`src/pidpc_pkg.sv`:
```
// pidpc_pkg: shared constants and types for the PID position controller.
// Holds default parameter values, register indexes and fixed field widths.
// Depends on nothing; compile first.
package pidpc_pkg;

  localparam int POSITION_BITS_DEF  = 24;
  localparam int GAIN_FRAC_BITS_DEF = 8;
  localparam int INTEGRAL_BITS_DEF  = 40;

  localparam int GAIN_W     = 16;
  localparam int DRIVE_W    = 32;
  localparam int CFG_IDX_W  = 2;
  localparam int CFG_DATA_W = 16;

  // integral clears once the proportional term reaches this, in whole units
  localparam int CLEAR_LIMIT = 127;

  // magnitude limit on each gain product
  localparam longint TERM_LIMIT = 64'sd1 <<< 60;

  localparam longint DRIVE_MAX = 64'sd2147483647;
  localparam longint DRIVE_MIN = -64'sd2147483648;

  typedef logic [GAIN_W-1:0]    gain_t;
  typedef logic [CFG_IDX_W-1:0] cfg_index_t;

  localparam cfg_index_t REG_GAIN_P   = 2'd0;
  localparam cfg_index_t REG_GAIN_I   = 2'd1;
  localparam cfg_index_t REG_GAIN_D   = 2'd2;
  localparam cfg_index_t REG_FEEDBACK = 2'd3;

endpackage

```
`src/pid_position_controller.sv`:
```
// pid_position_controller: position PID loop with derivative on measurement.
// Five register stages (input, error/P, integral/D, I, drive); the middle three
// hold one multiply each.
// Depends on pidpc_pkg for defaults, register indexes and limits.
//
// An accepted input beat goes through stages A, B, C and the drive register to out_tvalid.
// Throughput: one beat per cycle unless out_tready stalls; no stage holds two multiplies.
// Stages advance on their own, so empty slots fill even while a drive beat waits.
// Reset (rst_n low, synchronous): clears all stage valids, gains, feedback flag,
// the integral accumulator and the last position.
module pid_position_controller #(
  parameter int POSITION_BITS  = pidpc_pkg::POSITION_BITS_DEF,
  parameter int GAIN_FRAC_BITS = pidpc_pkg::GAIN_FRAC_BITS_DEF,
  parameter int INTEGRAL_BITS  = pidpc_pkg::INTEGRAL_BITS_DEF
) (
  input  logic                                   clk,
  input  logic                                   rst_n,
  // input stream
  input  logic                                   in_tvalid,
  output logic                                   in_tready,
  // fields from bit 0: setpoint, measured_position, zero pad
  input  logic [((2*POSITION_BITS+7)/8)*8-1:0]   in_tdata,
  // result stream
  output logic                                   out_tvalid,
  input  logic                                   out_tready,
  // fields from bit 0: drive
  output logic [pidpc_pkg::DRIVE_W-1:0]          out_tdata,
  // configuration write channel
  input  logic                                   cfg_valid,
  output logic                                   cfg_ready,
  input  pidpc_pkg::cfg_index_t                  cfg_index,
  input  logic [pidpc_pkg::CFG_DATA_W-1:0]       cfg_data
);
  import pidpc_pkg::*;

  // widths
  localparam int EW   = POSITION_BITS + 1;              // error and position delta
  localparam int PPW  = EW + GAIN_W + 1;                // P and D product
  localparam int IPW  = INTEGRAL_BITS + GAIN_W + 1;     // I product
  localparam int PMAX = (PPW > IPW) ? PPW : IPW;
  localparam int CW   = (PMAX > 62) ? PMAX : 62;        // compare width for the term limit
  localparam int TW   = (PMAX > 62) ? 62 : PMAX;        // limited term width
  localparam int PDW  = TW + 1;                         // P plus D
  localparam int SUMW = TW + 2;                         // full sum
  localparam int AW   = ((INTEGRAL_BITS > EW) ? INTEGRAL_BITS : EW) + 1;

  localparam logic signed [CW-1:0]   TERM_HI = CW'(TERM_LIMIT);
  localparam logic signed [CW-1:0]   TERM_LO = -TERM_HI;
  localparam logic signed [TW-1:0]   CLEAR_Q = TW'(longint'(CLEAR_LIMIT) <<< GAIN_FRAC_BITS);
  localparam logic signed [AW-1:0]   IMAX =
    {{(AW-INTEGRAL_BITS+1){1'b0}}, {(INTEGRAL_BITS-1){1'b1}}};
  localparam logic signed [AW-1:0]   IMIN = ~IMAX;
  localparam logic signed [SUMW-1:0] RND  = SUMW'((longint'(1) <<< GAIN_FRAC_BITS) - 1);
  localparam logic signed [SUMW-1:0] OMAX = SUMW'(DRIVE_MAX);
  localparam logic signed [SUMW-1:0] OMIN = SUMW'(DRIVE_MIN);

  // clamp a gain product to the term limit and narrow it
  function automatic logic signed [TW-1:0] limit_term(input logic signed [CW-1:0] p);
    logic signed [CW-1:0] t;
    begin
      t = p;
      if (p > TERM_HI) t = TERM_HI;
      if (p < TERM_LO) t = TERM_LO;
      return TW'(t);
    end
  endfunction

  // configuration registers
  gain_t gain_p_r, gain_i_r, gain_d_r;
  logic  fb_r;

  assign cfg_ready = 1'b1;

  always_ff @(posedge clk) begin
    if (!rst_n) begin
      gain_p_r <= '0;
      gain_i_r <= '0;
      gain_d_r <= '0;
      fb_r     <= 1'b0;
    end else if (cfg_valid && cfg_ready) begin
      case (cfg_index)
        REG_GAIN_P:   gain_p_r <= cfg_data[GAIN_W-1:0];
        REG_GAIN_I:   gain_i_r <= cfg_data[GAIN_W-1:0];
        REG_GAIN_D:   gain_d_r <= cfg_data[GAIN_W-1:0];
        REG_FEEDBACK: fb_r     <= cfg_data[0];
        default: ;
      endcase
    end
  end

  // stage valids and advance enables; a stage loads when empty or draining
  logic v0_r, va_r, vb_r, vc_r, out_v_r;
  logic en_0, en_a, en_b, en_c, en_out;

  assign en_out = !out_v_r || out_tready;
  assign en_c   = !vc_r || en_out;
  assign en_b   = !vb_r || en_c;
  assign en_a   = !va_r || en_b;
  assign en_0   = !v0_r || en_a;

  assign in_tready  = en_0;
  assign out_tvalid = out_v_r;

  always_ff @(posedge clk) begin
    if (!rst_n) begin
      v0_r    <= 1'b0;
      va_r    <= 1'b0;
      vb_r    <= 1'b0;
      vc_r    <= 1'b0;
      out_v_r <= 1'b0;
    end else begin
      if (en_0)   v0_r    <= in_tvalid;
      if (en_a)   va_r    <= v0_r;
      if (en_b)   vb_r    <= va_r;
      if (en_c)   vc_r    <= vb_r;
      if (en_out) out_v_r <= vc_r;
    end
  end

  // input register: capture the beat as it stands
  logic signed [POSITION_BITS-1:0] sp_r, pos_r;

  always_ff @(posedge clk) begin
    if (en_0 && in_tvalid) begin
      sp_r  <= $signed(in_tdata[POSITION_BITS-1:0]);
      pos_r <= $signed(in_tdata[2*POSITION_BITS-1:POSITION_BITS]);
    end
  end

  // stage A: error, proportional product, position delta
  logic signed [POSITION_BITS-1:0] last_pos_r;
  logic signed [EW-1:0]            err_c, dpos_c, err_r, dpos_r;
  logic signed [PPW-1:0]           pprod;
  logic signed [TW-1:0]            pterm_r;

  assign err_c  = EW'(sp_r) - EW'(pos_r);
  assign dpos_c = EW'(pos_r) - EW'(last_pos_r);
  assign pprod  = $signed({1'b0, gain_p_r}) * err_c;

  always_ff @(posedge clk) begin
    if (en_a && v0_r) begin
      err_r   <= err_c;
      dpos_r  <= dpos_c;
      pterm_r <= limit_term(CW'(pprod));
    end
  end

  // last position advances only with feedback present
  always_ff @(posedge clk) begin
    if (!rst_n) begin
      last_pos_r <= '0;
    end else if (en_a && v0_r && fb_r) begin
      last_pos_r <= pos_r;
    end
  end

  // stage B: integral update (state and stage payload in one), derivative product
  logic signed [INTEGRAL_BITS-1:0] integral_sum_r, integral_nxt;
  logic signed [AW-1:0]            isum_c;
  logic                            clear_c;
  logic signed [PPW-1:0]           dprod;
  logic signed [TW-1:0]            pterm_b_r, dterm_b_r;

  assign clear_c = (err_r == '0) || (pterm_r >= CLEAR_Q);
  assign isum_c  = AW'(integral_sum_r) + AW'(err_r);
  assign dprod   = $signed({1'b0, gain_d_r}) * dpos_r;

  always_comb begin
    if (clear_c) begin
      integral_nxt = '0;
    end else if (isum_c > IMAX) begin
      integral_nxt = INTEGRAL_BITS'(IMAX);
    end else if (isum_c < IMIN) begin
      integral_nxt = INTEGRAL_BITS'(IMIN);
    end else begin
      integral_nxt = INTEGRAL_BITS'(isum_c);
    end
  end

  // hold the accumulator while feedback is absent
  always_ff @(posedge clk) begin
    if (!rst_n) begin
      integral_sum_r <= '0;
    end else if (en_b && va_r && fb_r) begin
      integral_sum_r <= integral_nxt;
    end
  end

  always_ff @(posedge clk) begin
    if (en_b && va_r) begin
      pterm_b_r <= pterm_r;
      dterm_b_r <= limit_term(CW'(dprod));
    end
  end

  // stage C: integral product, fold P and D
  logic signed [IPW-1:0] iprod;
  logic signed [TW-1:0]  iterm_r;
  logic signed [PDW-1:0] pd_r;

  assign iprod = $signed({1'b0, gain_i_r}) * integral_sum_r;

  always_ff @(posedge clk) begin
    if (en_c && vb_r) begin
      iterm_r <= limit_term(CW'(iprod));
      pd_r    <= PDW'(pterm_b_r) + PDW'(dterm_b_r);
    end
  end

  // output stage: total, truncate toward zero, saturate to drive width; zero if no feedback
  logic signed [SUMW-1:0]    sum_c, q_c;
  logic signed [DRIVE_W-1:0] drive_nxt, drive_r;

  assign sum_c = SUMW'(pd_r) + SUMW'(iterm_r);
  assign q_c   = $signed(sum_c + (sum_c[SUMW-1] ? RND : '0)) >>> GAIN_FRAC_BITS;

  always_comb begin
    if (!fb_r) begin
      drive_nxt = '0;
    end else if (q_c > OMAX) begin
      drive_nxt = DRIVE_W'(OMAX);
    end else if (q_c < OMIN) begin
      drive_nxt = DRIVE_W'(OMIN);
    end else begin
      drive_nxt = DRIVE_W'(q_c);
    end
  end

  always_ff @(posedge clk) begin
    if (en_out && vc_r) begin
      drive_r <= drive_nxt;
    end
  end

  assign out_tdata = drive_r;

  // a zero error with feedback clears the accumulator on the next edge
  a_zero_err_clears: assert property (@(posedge clk) disable iff (!rst_n)
    (en_b && va_r && fb_r && err_r == '0) |=> integral_sum_r == '0)
    else $error("integral not cleared on zero error");

  // last position moves only when a beat enters stage A
  a_last_pos_hold: assert property (@(posedge clk) disable iff (!rst_n)
    !(en_a && v0_r) |=> $stable(last_pos_r))
    else $error("last position changed without a beat");

  // a stalled stage C keeps its item
  a_stage_c_keeps: assert property (@(posedge clk) disable iff (!rst_n)
    (vc_r && !en_c) |=> vc_r)
    else $error("stage C item lost under stall");

  // a taken drive beat with nothing behind it leaves the output empty
  a_out_drains: assert property (@(posedge clk) disable iff (!rst_n)
    (out_v_r && out_tready && !vc_r) |=> !out_v_r)
    else $error("drive beat repeated");

endmodule
```
`config.mk`:
```
export PLATFORM = sky130hd
export DESIGN_NAME = pid_position_controller
export DESIGN_NICKNAME = d
export VERILOG_FILES = /design/src/pidpc_pkg.sv /design/src/pid_position_controller.sv
export SDC_FILE = /design/constraint.sdc
export NUM_CORES = 2
export LEC_CHECK = 0
export ABC_AREA = 1
export BUFFER_PORTS_ARGS = -buffer_cell sky130_fd_sc_hd__buf_2
export CORE_MARGIN = 2
export CORE_UTILIZATION = 60
export CTS_CLUSTER_SIZE = 16
export DETAILED_ROUTE_END_ITERATION = 6
export MAX_ROUTING_LAYER = met4
export PLACE_DENSITY = 0.78
export RECOVER_POWER = 25
export SKIP_CTS_REPAIR_TIMING = 1
export SLEW_MARGIN = 20
export SYNTH_ARGS = -nofsm -noshare
export SYNTH_HDL_FRONTEND = slang
export SYNTH_SLANG_ARGS = --single-unit
```
`constraint.sdc`:
```
create_clock -name clk -period 15.59 [get_ports clk]
set_input_delay 2.3385 -clock clk [delete_from_list [all_inputs] [get_ports clk]]
set_output_delay 2.3385 -clock clk [all_outputs]
set_load 0.01 [all_outputs]
```
Yosys cells after proc, flatten, opt, wreduce, memory -nomap -nowiden. Index checks and enable logic that the tools add are counted.

Word-level logic and storage cells: 80. Bits of input ports: 71. Register bits after elaboration: 489.

Magnitude comparators: 11. Add/subtract/negate cells: 6. $mul: 3. Reduce and logical (&&, ||, !) cells: 28. Muxes and demuxes: 6. Bitwise operators: 1. Equal/unequal tests: 3.

Operators with widths (number): $gt 42x62->1 const B (2); $lt 42x61->1 const B (2); $mux 40 (3); $mul 17x25->42 (2); $gt 57x62->1 const B (1); $lt 57x61->1 const B (1); $add 58x57->59 (1); $add 59x8->59 (1); $mul 17x40->57 (1); $gt 51x32->1 const B (1); $lt 51x32->1 const B (1); $sub 24x24->25 (2); $add 42x42->43 (1); $ge 42x16->1 const B (1); $add 40x25->41 (1); $gt 41x40->1 const B (1); $lt 41x40->1 const B (1); $mux 32 (1); $mux 31 (1); $logic_not 25->1 (1); $mux 8 (1); $reduce_and 2->1 (4); $reduce_or 2->1 (4); $logic_and 1x1->1 (7); 6 further kinds (16).

Logic depth before layout (Yosys ltp).
Depth in word-level cells: 7. Depth in mapped cells: 53. Gate-level depth less buffers: 53.

Worst setup path after synthesis. OpenSTA, ideal clock, no wires.

Path kind: register -> register. Start: reg pos_r[1]. End: reg pterm_r[40] (data pin). Setup slack: 7.279 ns. Library setup time: 0.260 ns. Clock period less this slack: 8.311 ns. Data required time: 15.330 ns. Stages on the path, launching flop included: 53. Data arrival time: 8.051 ns. Path through: edfxtp_1 > inv_1 > ha_1 > nand3b_1 > nand2_1 > nand2_1 > nand2_1 > a21oi_1 > o21ai_0 > nand2_1 > nand2_1 > nand2_1 > nand2_1 > inv_1 > o21ai_0 > nand3_1 > nand2_1 > nand2_1 > (+17 left out) > a21oi_1 > o21ai_0 > a21oi_1 > o21ai_0 > a21oi_1 > inv_1 > a21oi_1 > inv_1 > nand2_1 > o211ai_1 > nand4_1 > nand2_1 > nand2_1 > nand2_1 > a21oi_1 > nor2_1 > nor2_1 > xor2_1.

Cells in the longest elaborated chain, start to end: 4.

Ends and longest elaborated chain: from (decl) (line pid_position_controller.sv:121) `logic signed [POSITION_BITS-1:0] sp_r, pos_r;`; from (signal assigned) (line pid_position_controller.sv:126) `pos_r <= $signed(in_tdata[2*POSITION_BITS-1:POSITION_BITS]);`; $sub 24x24->25 * (line pid_position_controller.sv:136) `assign err_c = EW'(sp_r) - EW'(pos_r);`; net err_c[19] (line pid_position_controller.sv:132) `logic signed [EW-1:0] err_c, dpos_c, err_r, dpos_r;`; $mul 17x25->42 * (line pid_position_controller.sv:138) `assign pprod = $signed({1'b0, gain_p_r}) * err_c;`; net pprod[40] (line pid_position_controller.sv:133) `logic signed [PPW-1:0] pprod;`; $gt 42x62->1 / $lt 42x61->1 (equally long branches) (line pid_position_controller.sv:62, pid_position_controller.sv:63); $reduce_or 2->1 (no line); to (signal assigned) (line pid_position_controller.sv:144) `pterm_r <= limit_term(CW'(pprod));`; to (decl) (line pid_position_controller.sv:134) `logic signed [TW-1:0] pterm_r;`.

Mark *: on every way through the listed nets, which the timed path passes. The rest lies on a longest branch. A chain may end at the register's enable or synchronous reset.

Final worst setup path. Ends and elaborated chain as after synthesis.

==> summary.md <==
| Metric | Value |
|---|---|
| Leakage | `between 40 and 50 nW` |
| Yosys Warn Count | `0` |
| Clock root cell | `clkbuf_16` |
| CTS sink count | `around 470` |
| Max FO, Critical Path | `10` |
| Vias/cell | `between 5 and 6` |
| Slew Limit Fails | `204` |
| TritonCTS buffer count | `between 50 and 60` |
| Post-DRT Antenna Nets | `0` |
| Initial Util | `between 60% and 70%` |
| Post-synth EDFFs | `between 300 and 400` |
| Row cnt | `between 100 and 150` |
| Routed wire length | `about 250000 µm` |
| Post-synthesis instance area | `roughly 0.080 mm²` |
| Worst-margin pin slew | `roughly 3.0 ns` |
| DRT iter0 DRCs | `5514` |
| Gate Count Post-Synth | `about 10000` |
| Setup crit start kind | `flip-flop` |
| Critical Path Most Common Cell | `nand2_1` |
| Max Freq | `between 0.1 and 0.15 GHz` |
| Commonest non-fill, non-tap cells in the layout | `2631 x inv_1, 2546 x nand2_1, 1388 x fa_1` |
| Worst min path class | `reg -> reg` |
| CP max stage cell | `xor2_1` |
| Global Route Usage Sum | `between 30% and 40%` |
| Slew margin rel. | `-97.7%` |
| Clock Path Buffers | `3` |
| PwrDens | `77.3 mW/mm²` |
| Mapped Avg Cell Area | `7.97 µm²` |
| Dpl hpwl | `199000 µm` |
| Largest net degree at the start of global routing | `85` |
| Vias in the first global route | `between 60000 and 70000` |
| Failing checks | `max-capacitance violations, max-slew violations` |
| Via count | `between 60000 and 70000` |
| Final net count | `roughly 12000` |
| Routed WL per cell | `around 21 µm` |
| Die height | `368 µm` |
| Max IR drop VDD | `0.0949 mV` |
| Fin Hold WS | `~0.45 ns` |
| Worst-path clk slew | `0.06 ns` |
| Setup crit end kind | `flip-flop` |
| Antenna violations before repair | `16` |
| Seq/Total Area, Yosys | `around 16%` |
| GRT overflow | `0` |
| First-pass GRT wire length | `around 380000 µm` |
| Die Width | `roughly 370 µm` |
| Internal Power | `between 3 and 4 mW` |
| Placed Instances | `11600` |
| Leading cell type in the layout, fill and taps excluded | `inv_1` |
| Fraction of layout cells with a size suffix above 1 | `roughly 3.2%` |
| Crit share post-route | `~64%` |
| Clock Skew | `0.0340 ns` |
| CTS tree | `done` |
| Sw frac | `45.3%` |
| Final min period | `9.95 ns` |
| CTS H-tree lvls | `2` |
| Final Setup Violations | `0` |
| Outcome | `complete, but fails checks` |
| Detailed Routing Iterations Pass 1 | `7` |
| Drt drc | `0` |
| Ys flop type | `edfxtp_1` |
| Die area | `~0.14 mm²` |
| Yosys cell types | `52` |
| Clock power share | `between 20% and 30%` |
| Asr flop ratio synth | `0%` |
| Gpl congestion | `~1.1` |
| Reg power frac | `between 20 and 30%` |
| Post-synthesis register bit count | `approximately 470` |
| Core ar. | `around 0.13 mm²` |
| Final Hold Viols | `0` |
| Arrival time at the worst endpoint | `10.37 ns` |
| Clk_lat worst skew | `0.69 ns` |
| Net switching power | `~3 mW` |
| Setup TNS | `0 ns` |
| Critical path class | `reg -> reg` |
| Crit path largest cell delay | `roughly 0.65 ns` |
| Fin cells | `around 12000` |
| I/O pin cnt | `106` |
| Layout area overhead | `5.03%` |
| Port Buf Inserts | `between 100 and 150` |
| Syn Nets | `approximately 12000` |
| Comb pwr share | `between 50% and 60%` |
| Required @ worst endpoint | `roughly 16 ns` |
| Number of max-cap violations | `5` |
| RSZ-0062 raised after global routing | `no` |
## cell families after synthesis
family	synth area share, %
buffers and inverters	14.1
other	0.00471
AOI/OAI and AO/OA	5.82
DFF	16.4
xor gates and xnor gates	3.25
and+or+nand+nor	17.2
adders and majority gates	43.2
## critical path: cells and delay by family, from the launching register on
family | cells | cell delay [ns]
simple gates | 22 | 2.08
buf+inv | 9 | 0.91
flops | 1 | 0.42
fa+ha+maj | 8 | 3.42
xor+xnor | 2 | 0.73
compound gates | 11 | 2.09
## layout make-up
| type | instances | area, µm² |
|---|---|---|
| sequential | 474 | 13100 |
| tap | 1755 | 2200 |
| antenna | 19 | 47.5 |
| timing repair buffer | 194 | 1160 |
| clock buffer | 73 | 1490 |
| inverter | 2647 | 9940 |
| fill | 11235 | 48000 |
| clock inverter | 28 | 413 |
| multi-input combinational | 6531 | 55400 |
## worst paths after layout
path | from | end | cells past startpoint | slack, ns
setup / recovery | pos_r[1] | pterm_r[40] | 52 | 5.64
hold / removal | gain_d_r[4] | gain_d_r[4] | 2 | 0.45
setup reg to reg | pos_r[1] | pterm_r[40] | 52 | 5.64
hold reg to reg | gain_d_r[4] | gain_d_r[4] | 2 | 0.45
## per-stage QoR
| stage | utilization [%] | worst slack, ns | total power, mW | area (µm²) |
|---|---|---|---|---|
| 2_1_floorplan | - | 7.28 | 3.95 | 79700 |
| 3_3_place_gp | 62.1 | 5.98 | 4.93 | 81800 |
| 3_5_place_dp | 62.1 | 5.85 | 5.01 | 81800 |
| 4_1_cts | 63.6 | 5.80 | 6.41 | 83700 |
| 5_1_grt | 63.6 | 4.76 | 6.89 | 83700 |
| 6_report | 63.6 | 5.64 | 6.47 | 83700 |
## state kept, by name, indices dropped and copies added (netlist names), 25 cells and up
name / count
dpos_r: 25
dterm_b_r: 42
err_r: 25
integral_sum_r: 40
iterm_r: 57
out_tdata: 32
pd_r: 43
pterm_b_r: 42
pterm_r: 42
## Yosys cell counts (15+ instances only)
library cell | instances | area (µm²)
a21boi_0 | 21 | 158
a21oi_1 | 443 | 2220
a31oi_1 | 95 | 594
clkbuf_1 | 331 | 1240
dfxtp_1 | 118 | 2360
edfxtp_1 | 356 | 10700
fa_1 | 1388 | 27800
ha_1 | 533 | 6670
inv_1 | 2632 | 9880
nand2_1 | 2546 | 9560
nand3_1 | 154 | 771
nand4_1 | 65 | 407
nor2_1 | 587 | 2200
nor3_1 | 27 | 135
nor4_1 | 27 | 169
o21ai_0 | 201 | 1010
or2_2 | 15 | 93.8
xnor2_1 | 107 | 937
xor2_1 | 183 | 1600
## power by group through the flow
stage,registers (mW),clock network (mW),logic [mW]
global placement,1.79,0,3.14
global route,1.78,1.45,3.67
floorplan,1.66,0,2.30
CTS,1.77,1.41,3.24
detailed placement,1.80,0,3.21
finish,1.79,1.39,3.29
## per-layer routing
| metal | GRT usage (%) | up-vias | part of all wire [%] |
|---|---|---|---|
| met4 | 21.9 | 0 | 7.3 |
| met5 | - | - | 0 |
| met2 | 62.2 | 3174 | 47 |
| li1 | - | 29311 | - |
| met1 | 45.0 | 31555 | 37 |
| met3 | 6.38 | 917 | 8.7 |
(Power assumes the default switching activity.)
